==> config.mk <==
export PLATFORM = sky130hd
export DESIGN_NAME = bfs_front
export DESIGN_NICKNAME = d
export VERILOG_FILES = /design/src/rtl/bfs_pkg.sv /design/src/rtl/bfs_front.sv
export SDC_FILE = /design/constraint.sdc
export NUM_CORES = 1
export LEC_CHECK = 0
export BUFFER_PORTS_ARGS = -buffer_cell sky130_fd_sc_hd__buf_4
export CAP_MARGIN = 10
export CORE_MARGIN = 2
export CORE_UTILIZATION = 25
export CTS_BUF_LIST = sky130_fd_sc_hd__clkbuf_8
export DETAILED_ROUTE_END_ITERATION = 8
export PLACE_DENSITY = 0.55
export REMOVE_ABC_BUFFERS = 1
export SLEW_MARGIN = 30
export SYNTH_ARGS = -nofsm -noshare
export SYNTH_HDL_FRONTEND = slang
export SYNTH_SLANG_ARGS = --single-unit
==> constraint.sdc <==
create_clock -name clock -period 5 [get_ports clock]
set_input_delay 0 -clock clock [delete_from_list [all_inputs] [get_ports clock]]
set_output_delay 0 -clock clock [all_outputs]
set_load 0.03 [all_outputs]
==> src/rtl/bfs_pkg.sv <==
// Shared types and constants for the packed bit-field store.
// Used by every module of the block; depends on nothing.
`timescale 1ns / 1ps

package bfs_pkg;

   localparam int IDX_BITS       = 15;
   localparam int WIDTH_BITS     = 7;
   localparam int VAL_BITS       = 64;
   localparam int POS_BITS       = IDX_BITS + WIDTH_BITS;
   localparam int MAX_ADDR_BITS  = 16;
   localparam int MAX_SHIFT_BITS = 6;

   localparam logic CMD_READ  = 1'b0;
   localparam logic CMD_WRITE = 1'b1;

   localparam logic [WIDTH_BITS-1:0] WIDTH_RESET = 7'd8;

   typedef struct packed {
      logic                cmd;
      logic [IDX_BITS-1:0] element_index;
      logic [VAL_BITS-1:0] write_value;
   } req_type;

   typedef struct packed {
      logic [VAL_BITS-1:0] read_value;
      logic                range_error;
   } rsp_type;

   // classified transaction handed from the front to the back
   typedef struct packed {
      logic                      is_write;
      logic                      is_err;
      logic [WIDTH_BITS-1:0]     width;
      logic [MAX_ADDR_BITS-1:0]  word;
      logic [MAX_SHIFT_BITS-1:0] shift;
      logic [VAL_BITS-1:0]       value;
   } job_type;

endpackage

==> src/rtl/bfs_front.sv <==
// Front end: accepts a transaction, computes bit position, range check,
// word address and shift. Depends on bfs_pkg.
`timescale 1ns / 1ps

module bfs_front import bfs_pkg::*; #(
   parameter int WORD_BITS  = 32,
   parameter int MEM_WORDS  = 1024,
   parameter int VALUE_BITS = 64
) (
   input  logic                  clock,
   input  logic                  reset,
   input  logic                  start,
   output logic                  busy,
   input  req_type               req_data,
   input  logic [WIDTH_BITS-1:0] cfg_width,
   output logic                  push,
   output job_type               push_job,
   input  logic                  full
);

   localparam int TOTAL      = MEM_WORDS * WORD_BITS;
   localparam int TOT_BITS   = $clog2(TOTAL + 1);
   localparam int CMP_BITS   = (POS_BITS + 1 > TOT_BITS) ? POS_BITS + 1 : TOT_BITS;
   localparam int RECIP      = (2 ** POS_BITS) / WORD_BITS;
   localparam int RECIP_BITS = $clog2(RECIP + 1);
   localparam int PROD_BITS  = POS_BITS + RECIP_BITS;
   localparam int SH_BITS    = $clog2(WORD_BITS);
   localparam int REM_BITS   = SH_BITS + 1;

   localparam logic [CMP_BITS-1:0]   TOTAL_C   = CMP_BITS'(TOTAL);
   localparam logic [RECIP_BITS-1:0] RECIP_C   = RECIP_BITS'(RECIP);
   localparam logic [POS_BITS-1:0]   WB_POS    = POS_BITS'(WORD_BITS);
   localparam logic [REM_BITS-1:0]   WB_REM    = REM_BITS'(WORD_BITS);
   localparam logic [WIDTH_BITS-1:0] WIDTH_CAP = WIDTH_BITS'(VALUE_BITS);

   localparam logic [1:0] FS_IDLE = 2'd0;
   localparam logic [1:0] FS_POS  = 2'd1;
   localparam logic [1:0] FS_QUOT = 2'd2;
   localparam logic [1:0] FS_PUSH = 2'd3;

   logic [1:0]            phase_ff, phase_in;
   req_type               req_ff, req_in;
   logic [WIDTH_BITS-1:0] width_ff, width_in;
   logic [POS_BITS-1:0]   pos_ff, pos_in;
   logic                  err_ff, err_in;
   logic [RECIP_BITS-1:0] quot_ff, quot_in;

   logic [WIDTH_BITS-1:0] eff_width;
   logic [CMP_BITS-1:0]   end_pos;
   logic [PROD_BITS-1:0]  recip_prod;
   logic [POS_BITS-1:0]   quot_times_wb;
   logic [POS_BITS-1:0]   rem_full;
   logic [REM_BITS-1:0]   rem_raw;
   logic [RECIP_BITS-1:0] word_q;
   logic [REM_BITS-1:0]   shift_q;

   assign eff_width     = (cfg_width > WIDTH_CAP) ? WIDTH_CAP : cfg_width;
   assign end_pos       = CMP_BITS'(pos_ff) + CMP_BITS'(width_ff);
   assign recip_prod    = PROD_BITS'(pos_ff) * PROD_BITS'(RECIP_C);
   assign quot_times_wb = POS_BITS'(quot_ff) * WB_POS;
   assign rem_full      = pos_ff - quot_times_wb;
   assign rem_raw       = rem_full[REM_BITS-1:0];

   // reciprocal quotient is low by at most one
   always_comb begin
      if (rem_raw >= WB_REM) begin
         word_q  = quot_ff + RECIP_BITS'(1);
         shift_q = rem_raw - WB_REM;
      end else begin
         word_q  = quot_ff;
         shift_q = rem_raw;
      end
   end

   always_comb begin
      phase_in = phase_ff;
      req_in   = req_ff;
      width_in = width_ff;
      pos_in   = pos_ff;
      err_in   = err_ff;
      quot_in  = quot_ff;
      push     = 1'b0;
      unique case (phase_ff)
         FS_IDLE: begin
            if (start) begin
               req_in   = req_data;
               width_in = eff_width;
               phase_in = FS_POS;
            end
         end
         FS_POS: begin
            pos_in   = POS_BITS'(req_ff.element_index) * POS_BITS'(width_ff);
            phase_in = FS_QUOT;
         end
         FS_QUOT: begin
            err_in   = end_pos > TOTAL_C;
            quot_in  = recip_prod[POS_BITS +: RECIP_BITS];
            phase_in = FS_PUSH;
         end
         FS_PUSH: begin
            if (!full) begin
               push     = 1'b1;
               phase_in = FS_IDLE;
            end
         end
         default: phase_in = FS_IDLE;
      endcase
   end

   always_comb begin
      push_job.is_write = (req_ff.cmd == CMD_WRITE);
      push_job.is_err   = err_ff;
      push_job.width    = width_ff;
      push_job.word     = MAX_ADDR_BITS'(word_q);
      push_job.shift    = MAX_SHIFT_BITS'(shift_q);
      push_job.value    = req_ff.write_value;
   end

   assign busy = (phase_ff != FS_IDLE);

   always_ff @(posedge clock) begin
      if (reset) begin
         phase_ff <= FS_IDLE;
      end else begin
         phase_ff <= phase_in;
      end
   end

   always_ff @(posedge clock) begin
      req_ff   <= req_in;
      width_ff <= width_in;
      pos_ff   <= pos_in;
      err_ff   <= err_in;
      quot_ff  <= quot_in;
   end

endmodule

==> impl_metrics.ini <==
[drt]
wire_per_inst_um = 13.59
highest_layer = met4
antenna_left = 0
drc = 0
drt_pre_antenna_iters = 4
vias = 6008
wl_met2_um = 9474
m1WireLength_um = 8692
dr_wl_met3_um = 1370
drtIter0Drc = 273
routed_wl_um = 19770
via_per_inst = 4.132

[clock_network]
insertion_delay_ns = 0.46
cts_buffer_depth = 2
cts_buffers = 17
cts_tree = built
root_buffer = clkbuf_8
cts_max_level = 4
cts.sinks = 128
clkSlewWorstSetupHoldPaths_ns = 0.09

[grt]
grt-ovfl-total = 0
grt_max_degree = 58
grt_first_pass_wirelength_um = 32860
antenna_found_initial = 0
track_usage_pct = 11.54
grt_pass1_vias = 6526

[logic_synthesis]
syn_area_mm2 = 0.008718
ys_seq_area_share_pct = 43.86
synth_edf_count = 126
synth_area_leaders = edfxtp_1 (43%), fa_1 (15%), ha_1 (7.6%)
avgSynthCellArea_um2 = 11.72
yosys.area.top_type_share_pct = 43.40
ys_ff_latch = 128
synthArstFlopShare_pct = 0
synth_top_area_cell = edfxtp_1
ys_types = 53
synth_top_flop_cell = edfxtp_1
synthCells = 744
synth_warnings = 0

[place]
gp_congestion = 0.8044
place_ws_ns = -0.01916
dp_hpwl_um = 14990
portBuffers = 186
place_area_mm2 = 0.01025

[hold_path]
min_path_type = in -> reg

[cells_and_area]
nets = 1196
synthToLayoutAreaGrowth_pct = 34.63
nFillCells = 3441
design_area_mm2 = 0.01174
final_layout_size_suffix_gt1_share_pct = 27.03
antenna_cells = 0
final_core_util_pct = 34.06

[timing]
slew_violations = 0
fin_crit_sh_pct = 96.06
setup_slack_ns = 0.1970
fin_tns_setup_ns = 0
finClkSkew_ns = 0.02010
hold_viol_final = 0
worstMarginPinSlew_ns = 0.9023
max_freq_mhz = 208.2
setup_viol_count_final = 0
slew_headroom_pct = 39.48
period_needed_ns = 4.803

[floorplan]
die_y_um = 190.7
num_io_pins = 188
dieArea_mm2 = 0.03638
core-area_mm2 = 0.03446
die_w_um = 190.7
start_util_pct = 25.30
num_rows = 68

[power]
power.share.sequential_pct = 22.7
power.internal_w = 0.005012
clockPowerShare_pct = 11.1
peakVddDrop_mv = 0.4806
p_per_area_mw_per_mm2 = 767.1
swShare_pct = 44.34
netSwitchingPower_w = 0.003992
pwr-share-comb_pct = 66.1
totalPowerFinal_w = 0.009004
p_leak_nw = 5.056

[critical_path]
end_kind = flip-flop
startpoint_type = flip-flop
critical_path_arrival_ns = 5.00
criticalPathCategory = reg -> reg
cp.required_ns = 5.20
crit_path_max_fanout = 7

[status]
status = completed

[flow_run]
maxCapViolations = 0
Yosys cell counts (3+ instances only):
library cell	n
nand2_1	48
edfxtp_1	126
o21ai_0	11
a211o_1	3
mux2i_1	4
nor2_1	20
or2_2	3
xor2_1	9
and3_1	9
inv_1	83
clkbuf_1	11
nor3_1	7
a21o_1	9
nand3_1	12
xnor2_1	28
ha_1	53
o21a_1	3
a31oi_1	5
nand4_1	7
a211oi_1	3
o211ai_1	3
fa_1	65
and2_1	80
nor2b_1	12
a21oi_1	25
buf_4	72
worst max-delay path, cell delays in order, from the launching register on:
cell and delay, ns:
edfxtp_1 0.51, and2_1 0.22, fa_1 0.49, fa_1 0.52, fa_1 0.54, inv_1 0.05, fa_1 0.52, inv_1 0.04
ha_2 0.31, and2_1 0.18, a311o_1 0.33, a21oi_2 0.16, a21oi_2 0.10, a211oi_2 0.27, buf_4 0.15, buf_4 0.09
xnor2_1 0.05
through the flow:
stage               std cells  hold WS (ns)
finish                   1454       0.07920
global route             1454       0.07982
CTS                      1445       0.02420
detailed placement       1321        0.1794
global placement         1321        0.1761
floorplan                 660       0.07238
path summary, 6_finish.rpt:
| path | from | slack, ns | to | depth (start not counted) |
|---|---|---|---|---|
| setup / recovery | req_ff[70] | 0.20 | pos_ff[17] | 16 |
| hold reg to reg | pos_ff[20] | 0.46 | quot_ff[15] | 0 |
| hold / removal | start | 0.08 | phase_ff[0] | 3 |
| setup reg to reg | req_ff[70] | 0.20 | pos_ff[17] | 16 |
power groups by stage:
stage | Clock (W) | Sequential (W) | Combinational [W]
floorplan | 0 | 0.00231 | 0.00391
global placement | 0 | 0.00207 | 0.00561
detailed placement | 0 | 0.00208 | 0.00566
CTS | 0.00103 | 0.00206 | 0.00577
global route | 0.00108 | 0.00209 | 0.00684
finish | 0.00100 | 0.00205 | 0.00595
layout make-up:
cell class	instances	area [um2]	share of cell area [%]
clock buffer	17	234.0	1.993
clock inverter	14	192.7	1.642
inverter	83	311.5	2.654
multi-input combinational	449	4066	34.64
sequential	128	3824	32.58
tap	455	569.3	4.850
timing repair buffer	308	2540	21.64
layer usage:
metal  vias up  track usage (%)
li1       2923                -
met1      2887            14.02
met2       180            19.18
met3        18            4.251
met4         0            3.160
met5         -                0
sequential cells by signal, indices dropped and copies added, names as in the netlist:
name and flops:
push_job 65, pos_ff 22, err_ff 1, width_ff 7
quot_ff 16, req_ff 15, phase_ff 2
layout by cell type, fill, tap and decap left out, types with 2 or more instances in the layout:
| cell type | Yosys | final |
|---|---|---|
| mux2i_1 | 4 | 4 |
| fa_1 | 65 | 65 |
| xnor2_1 | 28 | 28 |
| a31oi_1 | 5 | 5 |
| xor2_1 | 9 | 9 |
| nand4b_1 | 2 | 2 |
| nand2_1 | 48 | 48 |
| and2_1 | 80 | 74 |
| o21ai_0 | 11 | 9 |
| dlygate4sd3_1 | 0 | 91 |
| o211ai_1 | 3 | 3 |
| inv_1 | 83 | 84 |
| o21a_1 | 3 | 3 |
| bufinv_16 | 0 | 4 |
| nand3_1 | 12 | 11 |
| nor2_1 | 20 | 20 |
| clkbuf_8 | 0 | 17 |
| nand3b_1 | 2 | 2 |
| edfxtp_1 | 126 | 126 |
| o21ai_1 | 1 | 2 |
| a21oi_2 | 0 | 3 |
| dfxtp_1 | 2 | 2 |
| clkinv_4 | 0 | 5 |
| nor2b_1 | 12 | 11 |
| buf_4 | 72 | 217 |
| nor3b_1 | 2 | 2 |
| ha_1 | 53 | 49 |
| nand4_1 | 7 | 7 |
| a21oi_1 | 25 | 22 |
| or2_2 | 3 | 2 |
| a211o_1 | 3 | 3 |
| ha_2 | 0 | 3 |
| a21o_1 | 9 | 9 |
| a211oi_1 | 3 | 2 |
| nor3_1 | 7 | 7 |
| and2_4 | 0 | 6 |
| and3_1 | 9 | 9 |
logic make-up (layout without fill, tap and decap cells):
family / after synthesis / count (layout) / synth area share, %
AO/OA/AOI/OAI: 78 / 78 / 5.956
XOR/XNOR: 37 / 37 / 3.717
AND/OR/NAND/NOR: 210 / 210 / 13.02
adder cells (fa/ha/maj): 118 / 118 / 22.53
multiplexers: 5 / 5 / 0.5884
buffers and inverters: 167 / 422 / 10.29
flip-flops: 128 / 128 / 43.86
other: 1 / 1 / 0.04301
what timing repair did:
| action | CTS | global route |
|---|---|---|
| hold buffers | 91 | 0 |
| gates resized for setup | 1 | 19 |
| endpoints found under the hold margin | 89 | 0 |
| endpoints found under the setup margin | 2 | 6 |
| pin swaps | 0 | 10 |
| buffers inserted | 2 | 9 |
(Power assumes the default switching activity.)
