<file path="src/rtl/bfs_pkg.sv">
// Shared types and constants for the packed bit-field store.
// Used by every module of the block; depends on nothing.
`timescale 1ns / 1ps

package bfs_pkg;

   localparam int IDX_BITS       = 15;
   localparam int WIDTH_BITS     = 7;
   localparam int VAL_BITS       = 64;
   localparam int POS_BITS       = IDX_BITS + WIDTH_BITS;
   localparam int MAX_ADDR_BITS  = 16;
   localparam int MAX_SHIFT_BITS = 6;

   localparam logic CMD_READ  = 1'b0;
   localparam logic CMD_WRITE = 1'b1;

   localparam logic [WIDTH_BITS-1:0] WIDTH_RESET = 7'd8;

   typedef struct packed {
      logic                cmd;
      logic [IDX_BITS-1:0] element_index;
      logic [VAL_BITS-1:0] write_value;
   } req_type;

   typedef struct packed {
      logic [VAL_BITS-1:0] read_value;
      logic                range_error;
   } rsp_type;

   // classified transaction handed from the front to the back
   typedef struct packed {
      logic                      is_write;
      logic                      is_err;
      logic [WIDTH_BITS-1:0]     width;
      logic [MAX_ADDR_BITS-1:0]  word;
      logic [MAX_SHIFT_BITS-1:0] shift;
      logic [VAL_BITS-1:0]       value;
   } job_type;

endpackage

</file>
<file path="src/rtl/bfs_queue.sv">
// Two-entry transaction queue between front and back.
// Depends on bfs_pkg.
`timescale 1ns / 1ps

module bfs_queue import bfs_pkg::*; (
   input  logic    clock,
   input  logic    reset,
   input  logic    push,
   input  job_type push_job,
   output logic    full,
   input  logic    pop,
   output logic    empty,
   output job_type head_job
);

   localparam int DEPTH    = 2;
   localparam int PTR_BITS = $clog2(DEPTH);
   localparam int CNT_BITS = $clog2(DEPTH + 1);

   localparam logic [PTR_BITS-1:0] LAST_PTR = PTR_BITS'(DEPTH - 1);
   localparam logic [CNT_BITS-1:0] DEPTH_C  = CNT_BITS'(DEPTH);

   job_type               entry_ff [DEPTH];
   logic [PTR_BITS-1:0]   wr_ptr_ff, wr_ptr_in;
   logic [PTR_BITS-1:0]   rd_ptr_ff, rd_ptr_in;
   logic [CNT_BITS-1:0]   count_ff, count_in;

   assign full     = (count_ff == DEPTH_C);
   assign empty    = (count_ff == '0);
   assign head_job = entry_ff[rd_ptr_ff];

   always_comb begin
      wr_ptr_in = wr_ptr_ff;
      rd_ptr_in = rd_ptr_ff;
      count_in  = count_ff;
      if (push) begin
         wr_ptr_in = (wr_ptr_ff == LAST_PTR) ? '0 : wr_ptr_ff + PTR_BITS'(1);
      end
      if (pop) begin
         rd_ptr_in = (rd_ptr_ff == LAST_PTR) ? '0 : rd_ptr_ff + PTR_BITS'(1);
      end
      if (push && !pop) begin
         count_in = count_ff + CNT_BITS'(1);
      end else if (pop && !push) begin
         count_in = count_ff - CNT_BITS'(1);
      end
   end

   always_ff @(posedge clock) begin
      if (reset) begin
         wr_ptr_ff <= '0;
         rd_ptr_ff <= '0;
         count_ff  <= '0;
      end else begin
         wr_ptr_ff <= wr_ptr_in;
         rd_ptr_ff <= rd_ptr_in;
         count_ff  <= count_in;
      end
   end

   always_ff @(posedge clock) begin
      if (push) begin
         entry_ff[wr_ptr_ff] <= push_job;
      end
   end

endmodule

</file>
<file path="config.mk">
export PLATFORM = sky130hd
export DESIGN_NAME = bfs_queue
export DESIGN_NICKNAME = d
export VERILOG_FILES = /design/src/rtl/bfs_pkg.sv /design/src/rtl/bfs_queue.sv
export SDC_FILE = /design/constraint.sdc
export NUM_CORES = 1
export LEC_CHECK = 0
export BUFFER_PORTS_ARGS = -buffer_cell sky130_fd_sc_hd__buf_2
export CAP_MARGIN = 10
export CORE_MARGIN = 2
export CORE_UTILIZATION = 40
export CTS_BUF_LIST = sky130_fd_sc_hd__clkbuf_8
export DETAILED_ROUTE_END_ITERATION = 8
export GPL_TIMING_DRIVEN = 0
export PLACE_DENSITY = 0.62
export SLEW_MARGIN = 20
export SYNTH_ARGS = -nofsm -noshare
export SYNTH_HDL_FRONTEND = slang
export SYNTH_SLANG_ARGS = --single-unit
</file>
<file path="constraint.sdc">
create_clock -name clock -period 7 [get_ports clock]
set_input_delay 0.35 -clock clock [delete_from_list [all_inputs] [get_ports clock]]
set_output_delay 0.35 -clock clock [all_outputs]
set_load 0.03 [all_outputs]
</file>
==> results.md, run 1 <==
* Status: finished clean
* DP Area at 8686 µm²
* H-tree depth at 4
* Starting DRT DRC Count at 128
* Kind of critical path: flop to primary output
* Layout Skew at 0.01260 ns
* Worst-margin pin slew at 0.7108 ns
* Final Setup Violations at 0
* Count of cell types in the netlist at 17
* Worst Path Buf+Inv at 4
* CTS Sinks at 195
* Worst skew pair latency at 0.45 ns
* Final instance area at 9066 µm²
* Fmax at 476.3 MHz
* Syn Inst Count at 318
* HPWL after DPL at 8937 µm
* Reg2reg path depth at 3
* Worst hold path class: input pin to flop
* YS warnings at 0
* Nets at 638
* WP data required at 6.65 ns
* CP Launch Type: flop
* Setup ws final at 4.900 ns
* Antenna viol nets, final at 0
* DR pass1 iterations at 4
* CORE AREA at 17,900 µm²
* Slew headroom at 52.51%
* Hold Buf Count CTS at 0
* Reg clk slew, reported paths at 0.10 ns
* Ratio of cells with drive above 1 in the final layout at 60.98%
* I/O pin cnt at 196
* Die width at 138.8 µm
* Largest stage delay on the critical path at 0.33 ns
* Final worst path period need at 2.100 ns
* Max-slew violation count at 0
* Register area share after synthesis at 79.85%
* Routed length per instance at 16.74 µm
* Switching power at 0.6506 mW
* Num CTS Buffers at 17
* Pwr dens at 274.6 nW/µm²
* Yosys reg bits at 195
* Total GRT Usage at 13.51%
* Cells on Worst Hold Path at 1
* Placed cells at 748
* Syn Std Cell Area at 7271 µm²
* Final Cycle Share at 30.00%
* Synth area leader: edfxtp_1
* Worst Hold Endpoint: entry_ff[0][86]$_DFFE_PP_
* Max VDD drop at 0.1175 mV
* I/O Buffers at 195
* Crit end category: primary output
* RSZ-0062 raised after global routing: false
* Hold_sp: push_job[86]
* Switching portion of total power at 26.13%
* CP Max Fanout at 10
* Largest net degree at the start of global routing at 37
* Pint at 1.839 mW
* Rows at 49
* Initial antenna violation count at 2
* Filler Cells Inserted at 1,505
* Drt drc at 0
* CP top delay family: buffers and inverters
* Syn_area_per_cell at 22.86 µm²
* Max_cap viols at 0
* Via count at 3,629
* Place WS at 5.109 ns
* Leak at 3.505 nW
* Global-route wire length before repair at 19,900 µm
* Total Wirelength at 13,090 µm
* Worst r2r dst: entry_ff[1][30]$_DFFE_PP_
* Deepest clock path buffer count at 2
* Flop2flop setup slack at 5.27 ns
* Grt total ovfl at 0
* Crit-path slowest cell: dfxtp_1
* Most frequent CP cell: buf_6
* TritonCTS clock tree: done
* Reg power frac at 55.3%
* Final Non-Filler Cells at 782
* Syn nets at 418
* Cell breakdown of the critical path: buf_6 -> buf_8 -> buf_6 -> mux2_4 -> buf_2
* Proportion of power drawn by combinational gates at 16.8%
* Yosys top cell area share at 78.47%
* FF-to-FF Start: wr_ptr_ff$_SDFFE_PP0P_
* Crit path DAT at 1.75 ns
* Post-CTS Setup Bufs at 0
* Initial Util at 40.61%
* Total die area at 19,270 µm²
* Clk Tree Root Cell: clkbuf_8
* Clock Power Share at 27.9%
* Post-CTS sizing at 0
* Vias per cell at 4.641
* Vias in the first global route at 3,856
* Layout area overhead at 24.69%
* Die Y-Extent at 138.8 µm
* Largest cells by area after synthesis: edfxtp_1 (78%), mux2_4 (10%), mux2_2 (7.0%), dfxtp_1 (1.4%), buf_6 (0.93%)
* Final hold violations at 0
* Placer Congestion at 0.6885
==> power groups by stage <==
stage / Sequential (mW) / Clock, mW / Combinational (mW)
2_1_floorplan: 1.41 / 0 / 0.287
3_3_place_gp: 1.41 / 0 / 0.403
3_5_place_dp: 1.40 / 0 / 0.425
4_1_cts: 1.38 / 0.722 / 0.426
5_1_grt: 1.38 / 0.765 / 0.444
6_report: 1.38 / 0.695 / 0.418
==> cell usage in the layout (no fill, tap or decap) <==
master      count
and2_4          1
buf_8           1
buf_6           6
buf_16          3
bufinv_16       2
clkinvlp_4      3
ha_1            1
o21ai_0         1
buf_12          3
nor2_1          5
clkinv_2        1
clkbuf_8       17
dfxtp_1         5
nor2b_1         1
or3_1           1
xor2_1          2
diode_2         2
buf_2         199
mux2_2         45
xnor2_1         2
a21oi_1         1
clkinv_1        3
edfxtp_1      190
nor2b_4         1
mux2_4         50
inv_6           2
clkinv_4        2
inv_1           3
==> area by class of cell <==
| class | instances | area (µm²) | share of cell area, % |
|---|---|---|---|
| Clock inverter | 15 | 141.4 | 1.559 |
| Buffer | 11 | 102.6 | 1.132 |
| Tap cell | 229 | 286.5 | 3.160 |
| Sequential cell | 195 | 5806 | 64.04 |
| Timing Repair Buffer | 201 | 1119 | 12.34 |
| Inverter | 1 | 3.754 | 0.04140 |
| Multi-Input combinational cell | 111 | 1369 | 15.10 |
| Antenna cell | 2 | 5.005 | 0.05520 |
| Clock buffer | 17 | 234.0 | 2.581 |
==> how the worst max path moves through the flow <==
stage,start,cells after the start,end,slack [ns]
floorplan,wr_ptr_ff$_SDFFE_PP0P_,1,entry_ff[0][0]$_DFFE_PP_,1.90
global placement,push,2,entry_ff[0][67]$_DFFE_PP_,-0.72
detailed placement,push,4,entry_ff[0][48]$_DFFE_PP_,5.11
CTS,flop,5,head_job[30],4.83
global route,flop,5,head_job[30],4.80
finish,flop,5,head_job[30],4.90
==> metrics by stage <==
| step | hold WS, ns | power [mW] | utilization (%) | TNS, ns |
|---|---|---|---|---|
| after global placement | 0.4849 | 1.817 | 47.67 | -67.60 |
| final | 0.07919 | 2.490 | 50.64 | 0 |
| after CTS | 0.03451 | 2.526 | 50.62 | 0 |
| after floorplan | 0.4191 | 1.694 | - | 0 |
| after global routing | 0.04187 | 2.591 | 50.64 | 0 |
| after detailed placement | 0.4942 | 1.829 | 48.52 | 0 |
==> state kept, by name (all words and copies together) (netlist names), named ones only <==
register	flops
count_ff	2
entry_ff	190
wr_ptr_ff	1
rd_ptr_ff	1
==> kinds of logic (layout without fill, tap and decap cells) <==
logic type	Yosys count	count (layout)	synth area share, %
xor+xnor	4	4	0.4819
flops	195	195	79.85
compound gates	2	2	0.1375
fa+ha+maj	1	1	0.1721
other cells	0	2	0
simple gates	9	9	0.6024
buf+inv	12	245	1.463
mux	95	95	17.29
==> layer usage <==
layer	global-route usage (%)	share of wire (%)	vias up	routed length (µm)
li1	-	-	1694	-
met1	16.14	43	1782	5626
met2	22.32	48	137	6309
met3	4.558	6.7	16	881
met4	6.114	2.1	0	274
met5	0	0	-	0
==> synthesized netlist by cell type, drive strengths merged <==
library cell	number
nor2	5
edfxtp	190
o21ai	1
xnor2	2
or3	1
a21oi	1
xor2	2
mux2	95
and2	1
dfxtp	5
ha	1
inv	1
nor2b	2
buf	11
(Power assumes the default switching activity.)
==> run 2, diff against run 1 <==
--- a/config.mk
+++ b/config.mk
@@ -5,6 +5,7 @@
 export SDC_FILE = /design/constraint.sdc
 export NUM_CORES = 1
 export LEC_CHECK = 0
+export ABC_AREA = 1
 export BUFFER_PORTS_ARGS = -buffer_cell sky130_fd_sc_hd__buf_2
 export CAP_MARGIN = 10
 export CORE_MARGIN = 2
@@ -12,7 +13,7 @@
 export CTS_BUF_LIST = sky130_fd_sc_hd__clkbuf_8
 export DETAILED_ROUTE_END_ITERATION = 8
 export GPL_TIMING_DRIVEN = 0
-export PLACE_DENSITY = 0.62
+export PLACE_DENSITY = 0.64
 export SLEW_MARGIN = 20
 export SYNTH_ARGS = -nofsm -noshare
 export SYNTH_HDL_FRONTEND = slang
==> constraint.sdc (replaced) <==
create_clock -name clock -period 1.8 [get_ports clock]
set_input_delay 0.09 -clock clock [delete_from_list [all_inputs] [get_ports clock]]
set_output_delay 0.09 -clock clock [all_outputs]
set_load 0.03 [all_outputs]
==> results.md, run 2 <==
* Total Wirelength at 14,170 µm (+8.2%)
* Worst Path Buf+Inv at 4 (unchanged)
* Slew headroom at 50.75% (-1.8 points)
* Global-route wire length before repair at 21,600 µm (+8.6%)
* Deepest clock path buffer count at 2 (unchanged)
* CP Launch Type: flop
* Setup ws final at 0.02369 ns (-4.877 ns)
* Cell breakdown of the critical path: buf_8 -> buf_12 -> buf_12 -> mux2_4 -> buf_6
* Worst hold path class: input pin to flop
* Max VDD drop at 0.5073 mV (+330%)
* Final Setup Violations at 0 (unchanged)
* Placer Congestion at 0.7039 (+2.2%)
* CP Max Fanout at 10 (unchanged)
* Reg2reg path depth at 3 (unchanged)
* Top-count cell post-synth: edfxtp_1
* CORE AREA at 17,900 µm² (unchanged)
* Worst r2r dst: entry_ff[0][91]$_DFFE_PP_
* I/O Buffers at 195 (unchanged)
* Sequential cell area at 5808 µm² (about the same)
* TritonCTS clock tree: done
* Crit end category: primary output
* Total die area at 19,330 µm² (+0.29%)
* HPWL after DPL at 9182 µm (+2.7%)
* Max-slew violation count at 0 (unchanged)
* Routed length per instance at 15.81 µm (-5.5%)
* Nets at 754 (+18%)
* Drt drc at 0 (unchanged)
* Ratio of cells with drive above 1 in the final layout at 51.72% (-9.3 points)
* Initial antenna violation count at 0 (-2)
* Final core occ at 59.25% (+8.6 points)
* Asr flop ratio synth at 0% (unchanged)
* CP Capture Point: head_job[73]
* Largest net degree at the start of global routing at 33 (-11%)
* Crit-path slowest cell: dfxtp_2
* Largest stage delay on the critical path at 0.34 ns (about the same)
* Setup tns final at 0 ns (unchanged)
* Final hold violations at 0 (unchanged)
* Leak at 4.141 nW (+18%)
* Syn Std Cell Area at 7292 µm² (+0.29%)
* Footprint of the multi-input gates at 1371 µm² (+0.18%)
* Filler Cells Inserted at 1,324 (-12%)
* Ant diodes at 0 (-2)
* Place WS at 0.09978 ns (-5.009 ns)
* Final worst path period need at 1.776 ns
* Max FFs per register at 190 (unchanged)
* Pwr dens at 925.7 nW/µm² (+240%)
* Num CTS Buffers at 17 (unchanged)
* Final instance area at 10,610 µm² (+17%)
* Synth area leader: edfxtp_1
* Grt total ovfl at 0 (unchanged)
* Antenna viol nets, final at 0 (unchanged)
* Final Cycle Share at 98.68%
* Yosys reg bits at 195 (unchanged)
* Flop2flop setup slack at 0.11 ns (-5.16 ns)
* Commonest non-fill, non-tap cell in the layout: edfxtp_1
* Most frequent CP cell: buf_12
* RSZ-0062 raised after global routing: true
* Die Y-Extent at 139.0 µm (+0.14%)
* Kind of critical path: flop to primary output
* Layout area overhead at 45.47%
* Worst skew pair latency at 0.45 ns (about the same)
* Syn Inst Count at 329 (+3.5%)
* H-tree depth at 4 (unchanged)
* Ys flop type: edfxtp_1
* Fmax at 563.0 MHz
* Total GRT Usage at 14.37% (+0.86 points)
* Crit. path cell count at 5 (unchanged)
* FF-to-FF Start: wr_ptr_ff$_SDFFE_PP0P_
* Yosys top cell area share at 78.24% (-0.23 points)
* CP top delay family: buffers and inverters
* Vias per cell at 4.616 (-0.53%)
* Clk Tree Root Cell: clkbuf_8
* Hold_sp: push_job[7]
* Count of cell types in the netlist at 17 (unchanged)
* Post-route total power at 9.820 mW (+290%)
* Reg clk slew, reported paths at 0.09 ns (about the same)
* Rows at 49 (unchanged)
* Status: finished clean
* DR pass1 iterations at 4 (unchanged)
* Worst-margin pin slew at 0.7370 ns (+0.02616 ns)
* DP Area at 8740 µm² (+0.62%)
* EDFF count, synth at 190 (unchanged)
* Syn nets at 429 (+2.6%)
* Crit path DAT at 1.69 ns (-0.06 ns)
* Largest reg by FF count: entry_ff
* Largest cells by area after synthesis: edfxtp_1 (78%), mux2_4 (10%), mux2_2 (6.9%), dfxtp_1 (1.4%), buf_6 (0.93%)
* Vias in the first global route at 4,431 (+15%)
* CTS Sinks at 195 (unchanged)
* Largest registers: entry_ff (190), count_ff (2)
* Most frequent cells in the layout: edfxtp_1 (190), buf_2 (142), dlygate4sd3_1 (99), mux2_4 (53), buf_6 (53)
* Via count at 4,136 (+14%)
* Die width at 139.0 µm (+0.14%)
* Starting DRT DRC Count at 157 (+23%)
* Register area share after synthesis at 79.62% (-0.23 points)
* Commonest cells post-synth: edfxtp_1 (190), mux2_4 (50), mux2_2 (45)
* Initial Util at 40.73% (+0.12 points)
* Layout Skew at 0.01356 ns (+0.0009559 ns)
* Max_cap viols at 0 (unchanged)
* I/O pin cnt at 196 (unchanged)
* WP data required at 1.71 ns (-4.94 ns)
* YS warnings at 0 (unchanged)
* Syn_area_per_cell at 22.16 µm² (-3.1%)
-- run 2: cell count changes after synthesis, moves of 2 or more --
cell / before / now
inv_1: 1 / 9
nand2_1: 0 / 5
nor2_1: 5 / 7
nor2b_1: 2 / 0
xor2_1: 2 / 0
-- run 2: cell families (layout without fill, tap and decap cells) --
| family | after synthesis | in the layout | share of synthesized area, % |
|---|---|---|---|
| AO/OA/AOI/OAI | 2 | 2 | 0.1371 |
| XOR/XNOR | 1 | 1 | 0.1201 |
| adder cells (fa/ha/maj) | 1 | 1 | 0.1716 |
| buffers and inverters | 20 | 358 | 1.870 |
| flip-flops | 195 | 195 | 79.62 |
| multiplexers | 95 | 95 | 17.24 |
| AND/OR/NAND/NOR | 15 | 15 | 0.8408 |
-- run 2: area by class of cell --
cell class	instances	area share, %
plain buffers	11	1.557
repair buffers	306	24.40
multi-input cells	114	12.93
flip-flops and latches	195	54.75
well taps	229	2.701
inverters	9	0.3539
clock buffers	17	2.206
clock inverters	15	1.097
-- run 2: worst min path at each step --
stage | to | slack [ns] | cells after the start
after CTS | entry_ff[0][94]$_DFFE_PP_ | 0.32 | 2
after floorplan | wr_ptr_ff$_SDFFE_PP0P_ | 0.16 | 1
after global placement | entry_ff[0][4]$_DFFE_PP_ | 0.28 | 1
after global routing | entry_ff[0][63]$_DFFE_PP_ | 0.32 | 2
after detailed placement | entry_ff[1][1]$_DFFE_PP_ | 0.28 | 1
final | entry_ff[0][7]$_DFFE_PP_ | 0.36 | 2
-- run 2: through the flow --
stage / hold WS (ns) / cells
after floorplan: 0.1618 / 329
after global placement: 0.2773 / 753
after detailed placement: 0.2807 / 760
after CTS: 0.3213 / 892
after global routing: 0.3228 / 896
final: 0.3578 / 896
-- run 2: where the power goes --
part,switching [mW],internal (mW)
logic,1.00,0.982
registers,0.0593,5.25
clock network,1.45,1.08
-- run 2: timing repair --
action | in CTS | in global routing
resized for setup | 71 | 81
gates cloned | 0 | 4
hold endpoints to repair | 195 | 0
hold buffers | 99 | 0
pin swaps | 0 | 1
setup buffers | 1 | 0
endpoints found under the setup margin | 90 | 116
-- run 2: routing by layer --
| metal | vias to the layer above | part of all wire, % | GRT usage (%) | wire length (µm) |
|---|---|---|---|---|
| li1 | 1934 | - | - | - |
| met1 | 2050 | 40 | 15.82 | 5617 |
| met2 | 136 | 53 | 25.62 | 7443 |
| met3 | 16 | 6.5 | 5.249 | 914 |
| met4 | 0 | 1.4 | 5.104 | 192 |
| met5 | - | 0 | 0 | 0 |
==> run 3, diff against run 2 <==
--- a/config.mk
+++ b/config.mk
@@ -14,6 +14,7 @@
 export DETAILED_ROUTE_END_ITERATION = 8
 export GPL_TIMING_DRIVEN = 0
 export PLACE_DENSITY = 0.64
+export RECOVER_POWER = 50
 export SLEW_MARGIN = 20
 export SYNTH_ARGS = -nofsm -noshare
 export SYNTH_HDL_FRONTEND = slang
==> results.md, run 3 (synthesized netlist as in run 2, its figures left out) <==
* Largest reg by FF count: entry_ff
* Initial Util at 40.73% (unchanged)
* Num CTS Buffers at 17 (unchanged)
* CORE AREA at 17,900 µm² (unchanged)
* Proportion of power drawn by combinational gates at 20.1% (about the same)
* CTS Sinks at 195 (unchanged)
* Max VDD drop at 0.5057 mV (-0.31%)
* Cell breakdown of the critical path: buf_8 -> buf_12 -> buf_12 -> mux2_4 -> buf_6
* Vias per cell at 4.617 (about the same)
* Max_cap viols at 0 (unchanged)
* Vias in the first global route at 4,431 (unchanged)
* Setup ws final at 0.02254 ns (-0.001158 ns)
* Worst hold path class: input pin to flop
* Antenna viol nets, final at 0 (unchanged)
* Placer Congestion at 0.7039 (unchanged)
* Total Wirelength at 14,090 µm (-0.54%)
* Setup tns final at 0 ns (unchanged)
* Die width at 139.0 µm (unchanged)
* Final worst path period need at 1.777 ns (+0.001158 ns)
* Worst-margin pin slew at 0.7386 ns (+0.001651 ns)
* I/O Buffers at 195 (unchanged)
* Max-slew violation count at 0 (unchanged)
* Reg power frac at 54.2% (+0.2 points)
* Total GRT Usage at 14.37% (unchanged)
* Clock Power Share at 25.8% (about the same)
* Switching power at 2.508 mW (-0.28%)
* Final core occ at 58.75% (-0.50 points)
* Placed cells at 760 (unchanged)
* Grt total ovfl at 0 (unchanged)
* Clk Tree Root Cell: clkbuf_8
* Routed length per instance at 15.73 µm (-0.54%)
* Nets at 754 (unchanged)
* CP Launch Type: flop
* Ratio of cells with drive above 1 in the final layout at 40.93% (-11 points)
* Drt drc at 0 (unchanged)
* Status: finished clean
* Worst skew pair latency at 0.45 ns (about the same)
* Final Setup Violations at 0 (unchanged)
* Post-route total power at 9.791 mW (-0.29%)
* Pwr dens at 930.9 nW/µm² (+0.56%)
* Total die area at 19,330 µm² (unchanged)
* Max FFs per register at 190 (unchanged)
* Largest stage delay on the critical path at 0.34 ns (about the same)
* Final hold violations at 0 (unchanged)
* DR pass1 iterations at 4 (unchanged)
* Crit end category: primary output
* Commonest non-fill, non-tap cell in the layout: edfxtp_1
* Starting DRT DRC Count at 174 (+11%)
* Die Y-Extent at 139.0 µm (unchanged)
* Final Cycle Share at 98.75% (about the same)
* Final instance area at 10,520 µm² (-0.85%)
* Layout Skew at 0.009181 ns (-0.004376 ns)
* Crit-path slowest cell: dfxtp_2
* Rows at 49 (unchanged)
* Pint at 7.283 mW (-0.30%)
* HPWL after DPL at 9182 µm (unchanged)
* Worst hold slack at 0.3563 ns (-0.001527 ns)
* Filler Cells Inserted at 1,364 (+3.0%)
* Final Non-Filler Cells at 896 (unchanged)
* Kind of critical path: flop to primary output
* Largest net degree at the start of global routing at 33 (unchanged)
* Leak at 3.943 nW (-4.8%)
* H-tree depth at 4 (unchanged)
* CP Max Fanout at 10 (unchanged)
* Initial antenna violation count at 0 (unchanged)
* Most frequent cells in the layout: edfxtp_1 (190), dlygate4sd3_1 (99), clkbuf_1 (72), buf_2 (68)
* I/O pin cnt at 196 (unchanged)
* Ant diodes at 0 (unchanged)
* Crit path DAT at 1.69 ns (about the same)
* Place WS at 0.09978 ns (unchanged)
* Via count at 4,137 (+0.024%)
* Fmax at 562.6 MHz (about the same)
* Slew headroom at 50.64% (-0.11 points)
* Global-route wire length before repair at 21,600 µm (unchanged)
* RSZ-0062 raised after global routing: true
* Reg clk slew, reported paths at 0.09 ns (about the same)
* TritonCTS clock tree: done
* Deepest clock path buffer count at 2 (unchanged)
* Layout area overhead at 44.23%
* Most frequent CP cell: buf_12
* WP data required at 1.71 ns (about the same)
* Largest registers: entry_ff (190), count_ff (2)
* Switching portion of total power at 25.62% (about the same)
* DP Area at 8740 µm² (unchanged)
[run 3: cell types whose count changed in the layout (fill, tap and decap cells not counted), sizes merged]
cell | before | now
buf | 214 | 140
clkbuf | 21 | 95
[run 3: worst paths after layout]
check                              end  slack (ns)              startpoint  cells after the start
max                       head_job[73]        0.02                    flop                      5
min           entry_ff[0][7]$_DFFE_PP_        0.36             push_job[7]                      2
max reg2reg  entry_ff[0][91]$_DFFE_PP_        0.12  wr_ptr_ff$_SDFFE_PP0P_                      3
min reg2reg     rd_ptr_ff$_SDFFE_PP0P_        0.53  rd_ptr_ff$_SDFFE_PP0P_                      2
[run 3: per-layer routing]
layer	GRT usage [%]	part of all wire (%)
met3	5.249	6.4
met2	25.62	53
met5	0	0
met4	5.104	1.3
met1	15.82	40
[run 3: power groups by stage]
stage               Clock [mW]  Sequential [mW]  Combinational (mW)
floorplan                    0             5.40                1.05
global placement             0             5.41                1.47
detailed placement           0             5.41                1.55
CTS                       2.62             5.31                1.86
global route              2.80             5.33                2.08
finish                    2.52             5.30                1.96
[run 3: repair_timing]
action / 4_1_cts / 5_1_grt
hold endpoints to repair: 195 / 0
resized for setup: 71 / 81
gates cloned: 0 / 4
setup endpoints to repair: 90 / 116
buffers inserted: 1 / 0
hold buffers: 99 / 0
pin swaps: 0 / 1
[run 3: critical path: cells and delay by family, from the launching register on]
family,cells,cell delay [ns]
buffers and inverters,4,0.57
flip-flops,1,0.34
multiplexers,1,0.31
[run 3: cell type report]
| cell class | instances | area [µm²] | share of cell area, % |
|---|---|---|---|
| clock buffers | 17 | 234.0 | 2.225 |
| repair buffers | 306 | 2499 | 23.76 |
| plain buffers | 11 | 165.2 | 1.570 |
| well taps | 229 | 286.5 | 2.724 |
| flip-flops and latches | 195 | 5808 | 55.22 |
| multi-input cells | 114 | 1371 | 13.04 |
| inverters | 9 | 37.54 | 0.3569 |
| clock inverters | 15 | 116.4 | 1.106 |
